<file path="src/hw/rtl/sem_pkg.sv">
// Shared types, constants and the Sobel magnitude helpers.
`default_nettype none
package sem_pkg;
  localparam int MaxWidthDef = 1024;
  localparam int MaxHeight = 4096;
  localparam logic [10:0] WidthReset = 11'd640;
  localparam logic [12:0] HeightReset = 13'd480;
  localparam logic [0:0] RegWidth = 1'b0;
  localparam logic [0:0] RegHeight = 1'b1;

  typedef logic [23:0] pix_t;

  // Window shift for emission: rows up (pad bottom), columns left (pad right).
  typedef enum logic [1:0] {
    SHIFT_NONE = 2'd0,
    SHIFT_COL  = 2'd1,
    SHIFT_ROW  = 2'd2,
    SHIFT_BOTH = 2'd3
  } shift_t;

  // Controller to datapath commands.
  typedef struct packed {
    logic   load;
    logic   emit;
    shift_t shift;
    logic   last;
    logic   flast;
  } sem_cmd_t;

  // Datapath status to controller.
  typedef struct packed {
    logic busy;
  } sem_stat_t;

  // Squared gradient sum of one channel, clamped to 17 bits; every value at
  // or above the top threshold already gives the saturated magnitude.
  function automatic logic [16:0] sq_sum(input logic signed [10:0] gx,
                                         input logic signed [10:0] gy);
    logic signed [21:0] px;
    logic signed [21:0] py;
    logic [21:0] s;
    begin
      px = gx * gx;
      py = gy * gy;
      s = $unsigned(px) + $unsigned(py);
      sq_sum = (s > 22'h1FFFF) ? 17'h1FFFF : s[16:0];
    end
  endfunction
endpackage
`default_nettype wire

</file>
<file path="src/hw/rtl/sem_ctrl.sv">
// Controller: frame position, emission sequencing and configuration.
`default_nettype none
module sem_ctrl import sem_pkg::*; #(
  parameter int MaxWidth = MaxWidthDef
) (
  input  wire logic clk,
  input  wire logic rst,
  input  wire logic [10:0] image_width,
  input  wire logic [12:0] image_height,
  input  wire logic restart,
  input  wire logic in_valid,
  output logic in_ready,
  input  wire sem_stat_t stat,
  output sem_cmd_t cmd,
  output logic [$clog2(MaxWidth)-1:0] col,
  output logic row_ge1,
  output logic row_ge2,
  output logic col_zero
);
  localparam int AW = $clog2(MaxWidth);

  typedef enum logic [3:0] {
    S_IDLE = 4'b0001,
    S_WAIT = 4'b0010,
    S_EMIT = 4'b0100,
    S_BUSY = 4'b1000
  } state_t;
  state_t state;

  logic [AW-1:0] wm1;
  logic [11:0] hm1;
  logic [AW-1:0] col_r;
  logic [11:0] row_r;
  logic [3:0] pend;
  logic [1:0] wcnt;

  // Effective limits minus one.
  always_comb begin
    if (image_width == 11'd0) wm1 = '0;
    else if (32'(image_width) > MaxWidth) wm1 = AW'(MaxWidth - 1);
    else wm1 = AW'(image_width - 11'd1);
    if (image_height == 13'd0) hm1 = '0;
    else if (image_height > 13'(MaxHeight)) hm1 = 12'(MaxHeight - 1);
    else hm1 = 12'(image_height - 13'd1);
  end

  assign col = col_r;
  assign row_ge1 = row_r != 12'd0;
  assign row_ge2 = row_r > 12'd1;
  assign col_zero = col_r == '0;
  assign in_ready = state == S_IDLE;

  // Next emission in order.
  logic [1:0] sel;
  logic [3:0] rest;
  always_comb begin
    sel = 2'd0;
    if (pend[0]) sel = 2'd0;
    else if (pend[1]) sel = 2'd1;
    else if (pend[2]) sel = 2'd2;
    else sel = 2'd3;
    rest = pend & ~(4'd1 << sel);
    cmd.load = in_valid && in_ready;
    cmd.emit = (state == S_EMIT) && !stat.busy;
    case (sel)
      2'd0: cmd.shift = SHIFT_NONE;
      2'd1: cmd.shift = SHIFT_COL;
      2'd2: cmd.shift = SHIFT_ROW;
      default: cmd.shift = SHIFT_BOTH;
    endcase
    cmd.last = rest == 4'd0;
    cmd.flast = sel == 2'd3;
  end

  always_ff @(posedge clk) begin
    if (rst) begin
      state <= S_IDLE;
      col_r <= '0;
      row_r <= '0;
      pend <= '0;
      wcnt <= '0;
    end else if (restart) begin
      col_r <= '0;
      row_r <= '0;
    end else begin
      case (state)
        S_IDLE: begin
          if (cmd.load) begin
            pend <= {row_r == hm1 && col_r == wm1, row_r == hm1 && col_r != '0,
                     row_r != 12'd0 && col_r == wm1, row_r != 12'd0 && col_r != '0};
            if (col_r == wm1) begin
              col_r <= '0;
              row_r <= (row_r == hm1) ? 12'd0 : row_r + 12'd1;
            end else begin
              col_r <= col_r + AW'(1);
            end
            wcnt <= 2'd2;
            state <= S_WAIT;
          end
        end
        S_WAIT: begin
          wcnt <= wcnt - 2'd1;
          if (wcnt == 2'd1) state <= (pend == 4'd0) ? S_IDLE : S_EMIT;
        end
        S_EMIT: begin
          if (cmd.emit) begin
            pend <= rest;
            state <= S_BUSY;
          end
        end
        S_BUSY: begin
          if (!stat.busy && !cmd.emit) state <= (pend == 4'd0) ? S_IDLE : S_EMIT;
        end
        default: state <= S_IDLE;
      endcase
    end
  end
endmodule
`default_nettype wire

</file>
<file path="config.mk">
export PLATFORM = sky130hd
export DESIGN_NAME = sem_ctrl
export DESIGN_NICKNAME = d
export VERILOG_FILES = /design/src/hw/rtl/sem_pkg.sv /design/src/hw/rtl/sem_ctrl.sv
export SDC_FILE = /design/constraint.sdc
export NUM_CORES = 1
export LEC_CHECK = 0
export BUFFER_PORTS_ARGS = -buffer_cell sky130_fd_sc_hd__buf_2
export CAP_MARGIN = 25
export CORE_ASPECT_RATIO = 0.8
export CORE_MARGIN = 2
export CORE_UTILIZATION = 50
export DETAILED_ROUTE_END_ITERATION = 7
export PLACE_DENSITY = 0.69
export SYNTH_ARGS = -nofsm -noshare
export SYNTH_HDL_FRONTEND = slang
export SYNTH_SLANG_ARGS = --single-unit
</file>
<file path="constraint.sdc">
create_clock -name clk -period 4.9 [get_ports clk]
set_input_delay 1.225 -clock clk [delete_from_list [all_inputs] [get_ports clk]]
set_output_delay 1.225 -clock clk [all_outputs]
set_load 0.05 [all_outputs]
</file>
# Word-level counts from Yosys, hierarchy flattened
# Index checks and enable logic that the tools add are counted.
# W data, S select, Z words.
dict set report classes {
  n_bitwise 3
  eq_ne 14
  n_reduce_logical 25
  shifts 1
  magnitude_cmp 3
  muxes 21
  add_sub_neg 5
}
# op n
set op_table {}
lappend op_table {{$mux W12} 3}
lappend op_table {{$mux W10} 3}
lappend op_table {{$mux W4} 6}
lappend op_table {{$pmux W4 S4} 1}
lappend op_table {{$gt A13 B13 Y1 const B} 1}
lappend op_table {{$logic_not A13 Y1} 1}
lappend op_table {{$add A12 B1 Y12 const B} 1}
lappend op_table {{$eq A12 B12 Y1} 1}
lappend op_table {{$gt A12 B1 Y1 const B} 1}
lappend op_table {{$reduce_bool A12 Y1} 1}
lappend op_table {{$sub A12 B1 Y12 const B} 1}
lappend op_table {{$gt A11 B11 Y1 const B} 1}
lappend op_table {{$logic_not A11 Y1} 1}
lappend op_table {{$add A10 B1 Y10 const B} 1}
lappend op_table {{$eq A10 B10 Y1} 1}
lappend op_table {{$logic_not A10 Y1} 1}
lappend op_table {{$reduce_bool A10 Y1} 1}
lappend op_table {{$sub A10 B1 Y10 const B} 1}
lappend op_table {{$logic_not A4 Y1} 2}
lappend op_table {{$pmux W4 S2} 1}
lappend op_table {{$logic_and A1 B1 Y1} 7}
lappend op_table {{$mux W2} 3}
lappend op_table {{$ne A2 B2 Y1 const B} 3}
lappend op_table {{$pmux W2 S3} 1}
lappend op_table {{other kinds (23)} 28}
dict set report totals {
  output_inout_bits 20
  register_bits 32
}

# Longest topological paths before layout
dict set report depth {
  word_depth 8
  mapped_depth 14
  depth_no_buf 10
}

# Worst setup path before layout
# No wires, ideal clock.
dict set report synth_timing {
  path_type {reg-to-output}
  from {register state[3]}
  to {output port cmd[5] in the netlist's numbering}
  arrival_ns 3.278
  path_slack_ns 0.397
  stages_incl_launch_ff 5
  n_path_buf 1
  t_required_ns 3.675
  path_cell_list {dfxtp_1 clkbuf_1 nor4b_1 nand2_1 clkinv_1}
}
# item line
set synth_lines {}
lappend synth_lines {{start: declaration} sem_ctrl.sv:28} ;# state_t state;
lappend synth_lines {{start signal: assignment} sem_ctrl.sv:103} ;# if (wcnt == 2'd1) state <= (pend == 4'd0) ? S_IDLE : S_EMIT;
lappend synth_lines {{start signal: assignment} sem_ctrl.sv:112} ;# if (!stat.busy && !cmd.emit) state <= (pend == 4'd0) ? S_IDLE : S_EMIT;
lappend synth_lines {{end: declaration} sem_ctrl.sv:14} ;# output sem_cmd_t cmd,

# Worst setup path after layout
dict set report layout_timing {
  from {input port image_width[0]}
  to {register row_r[10]}
}
dict set report layout_between {
  elab_chain_len 5
  word_cells_on_any_way 7
  classes_between {add/sub: 1; order compare: 1; eq/ne: 1; mux: 2; reduce/logical: 2}
}
# item line
set layout_rtl {}
lappend layout_rtl {{start: declaration} sem_ctrl.sv:8} ;# input wire logic [10:0] image_width,
lappend layout_rtl {{$sub A10 B1 Y10 or $gt A11 B11 Y1 (tied branches)} {sem_ctrl.sv:41, sem_ctrl.sv:40}}
lappend layout_rtl {{$mux W10} sem_ctrl.sv:40} ;# else if (32'(image_width) > MaxWidth) wm1 = AW'(MaxWidth - 1);
lappend layout_rtl {{$mux W10 (*)} sem_ctrl.sv:39} ;# if (image_width == 11'd0) wm1 = '0;
lappend layout_rtl {{$eq A10 B10 Y1 (*)} sem_ctrl.sv:91} ;# if (col_r == wm1) begin
lappend layout_rtl {{$reduce_and A3 Y1 (no line) (*)} --}
lappend layout_rtl {{end signal: assignment} sem_ctrl.sv:93} ;# row_r <= (row_r == hm1) ? 12'd0 : row_r + 12'd1;
lappend layout_rtl {{end: declaration} sem_ctrl.sv:33} ;# logic [11:0] row_r;
# Every way passes the cells marked *; elsewhere a longest branch is shown, timed or not.
# A chain may end at the register's enable or synchronous reset.

==> run metrics <==
outcome=complete, no violations; post-synthesis cell type count=77; Max VDD drop=0.111 mV; Slew Viols, Final=0; drt pass-1 iters=5; antenna violations before repair=0; vias in the first global route=2830; r2r worst-path depth=6; most frequent cell after synthesis=nor2_1; yosys warns=0; Peak Freq=231 MHz; clock transition at the registers of the reported paths=0.08 ns; die width=93.2 µm; Post-CTS Hold Fix Bufs=0; Gate power share=20.6%; H-tree depth=2; Clock Latency Late Sink=0.29 ns; Final Hold Vio Count=0; cts repair resizes=0; crit-path cells=buf_2, inv_1, ha_1, or4b_1, nor4_2, mux2i_1, o21ai_0, nor4_4, nand2_1, or4_1, a21oi_1; Avg Cell Area, Syn=7.56 µm²; Hold EP=wcnt[1]$_SDFFE_PP0P_; Syn Inst Count=421; Cell Area, Synth=3180 µm²; Final #Nets=490; Top delay family on crit path=simple AND/OR/NAND/NOR gates; final setup TNS=0 ns; ant diodes=0; clk_skew=0.00955 ns; CTS Buf Count=5; Global Route Usage Sum=24.3%; routed len/inst=15.5 µm; Cell Pwr Density=188 nW/µm²; Routed WL=8320 µm; row count=25; placed cell count=527; Synth area leaders=dfxtp_1, nor2_1, xor2_1; Clock Tree Root=clkbuf_8; worst endpoint data arrival time=4.55 ns; largest area contributor in the netlist=dfxtp_1; Die ar.=7020 µm²; hold_sp=wcnt[1]$_SDFFE_PP0P_; LEAKAGE=1.26 nW; max incr delay on CP=0.65 ns; Critical Path End Type=register; share of cells above drive strength 1=18.9%; Routed Antenna Nets=0; area delta synth->final=10.1%; Max-cap violations=0; total core area=6040 µm²; Sw Ratio=30.4%; grt ovf=0; min cycle time layout=4.32 ns; Tightest Pin Transition=0.847 ns; Req. time, crit path=5.13 ns; Rel. slew slack=43.0%; DR iter-0 viols=265; Worst Path Buf+Inv=2; chip height=75.4 µm; Hold Path Depth=2; TritonCTS clock tree=yes; critical path class=in -> reg; final number of setup-violating endpoints=0; RSZ-0062 raised after global routing=false; share of the synthesized area in the top cell type=20.1%; routability cong.=0.879; first-pass GRT wire length=13800 µm; Via density=6.41; clock sinks=32; Synth top cells by count=nor2_1, dfxtp_1, a21oi_1, nand2_1, nor3_1; Filler cells=600; Final Non-Filler Cells=535; Reg2Reg Capture Point=row_r[10]$_SDFFE_PP0P_; final core occ=58.0%; Top FF cell, synth=dfxtp_1; Async SR Flop Fraction=0%; sequential area share after synthesis=20.1%; Seq cells post-synth=32; largest net degree at the start of global routing=22; I/O pin total=49; Setup WS post-layout=0.579 ns; clock network power share=39.0%; syn nets=458; pre-CTS WS=0.289 ns; DP HPWL=6310 µm; Clock Path Buffers=2; initial core utilization=52.7%; Post-CTS Setup Inserts=0; crit start category=input port; Worst R2R Start=state[1]$_SDFFE_PP0P_; switching pwr=201 µW; Sequential Power Share=40.4%; final total power=660 µW; Hold Path Class=reg -> reg; CP Max Fanout=21; R2R Setup Slk=1.92 ns; IO Port Bufs=48; CP max-delay cell=or4b_1; DR vias=3428; Post-synth EDFFs=0; DRC=0; Tcrit/Tclk final=88.2%; P_int=459 µW
==> placed cells by master, fill, tap and decap left out, drive strengths merged, types with 16 or more instances in the layout <==
cell type | Yosys | routed
nand2 | 21 | 21
nor2 | 42 | 42
nand3 | 18 | 18
a21oi | 21 | 21
nor3 | 22 | 22
o21ai | 16 | 16
dfxtp | 32 | 32
buf | 13 | 50
nor4 | 22 | 22
inv | 17 | 17
==> per-stage QoR <==
step                hold slack (ns)  cell area [µm²]
finish                        0.484             3500
global route                  0.504             3500
CTS                           0.485             3500
detailed placement            0.475             3390
global placement              0.469             3390
floorplan                     0.451             3180
==> flip-flops by register name, summed over array words and instances, names as in the netlist <==
register  flops
col          10
pend          4
row_r        12
state         4
wcnt          2
==> power groups by stage <==
| stage | logic (mW) | clock network (mW) | registers (mW) |
|---|---|---|---|
| 6_report | 0.136 | 0.257 | 0.267 |
| 5_1_grt | 0.150 | 0.275 | 0.267 |
| 4_1_cts | 0.134 | 0.263 | 0.267 |
| 3_5_place_dp | 0.133 | 0 | 0.273 |
| 3_3_place_gp | 0.131 | 0 | 0.273 |
| 2_1_floorplan | 0.0950 | 0 | 0.273 |
==> layout make-up <==
type	instances	area (µm²)	area share, %
multi-input combinational	345	2320	66.3
tap	81	101	2.89
sequential	32	641	18.3
clock inverter	3	42.5	1.21
timing repair buffer	50	255	7.29
clock buffer	5	68.8	1.96
inverter	19	71.3	2.04
==> how the worst max path moves through the flow <==
stage                              to  cells after the start                   from
2_1_floorplan                  cmd[5]                      4  state[3]$_SDFFE_PP0P_
3_3_place_gp    row_r[7]$_SDFFE_PP0P_                     11         image_width[0]
3_5_place_dp   row_r[10]$_SDFFE_PP0P_                     11         image_width[0]
4_1_cts        row_r[10]$_SDFFE_PP0P_                     11         image_width[0]
5_1_grt         row_r[8]$_SDFFE_PP0P_                     11         image_width[0]
6_report       row_r[10]$_SDFFE_PP0P_                     11         image_width[0]
==> metal layers <==
metal / vias up / GRT usage, % / share of wire (%)
met1: 1617 / 38.8 / 51
met4: 0 / 5.88 / 0.79
met3: 10 / 3.86 / 7.1
li1: 1665 / - / -
met5: - / 0 / 0
met2: 136 / 33.5 / 41
==> cell families after synthesis <==
| kind of cell | share of synthesized area (%) |
|---|---|
| and+or+nand+nor | 38.2 |
| AOI/OAI and AO/OA | 23.1 |
| buffers and inverters | 6.88 |
| DFF | 20.1 |
| xor gates and xnor gates | 6.33 |
| adders and majority gates | 3.77 |
| muxes | 1.57 |
==> worst register-to-register path, stage by stage, from the launching register on <==
cell	delay [ns]
dfxtp_1	0.39
nor4b_1	0.62
nand2_1	0.33
nor4_4	0.42
nand2_1	0.40
or4_1	0.62
a21oi_1	0.14
Note: power is estimated with default switching activity, not from simulation.
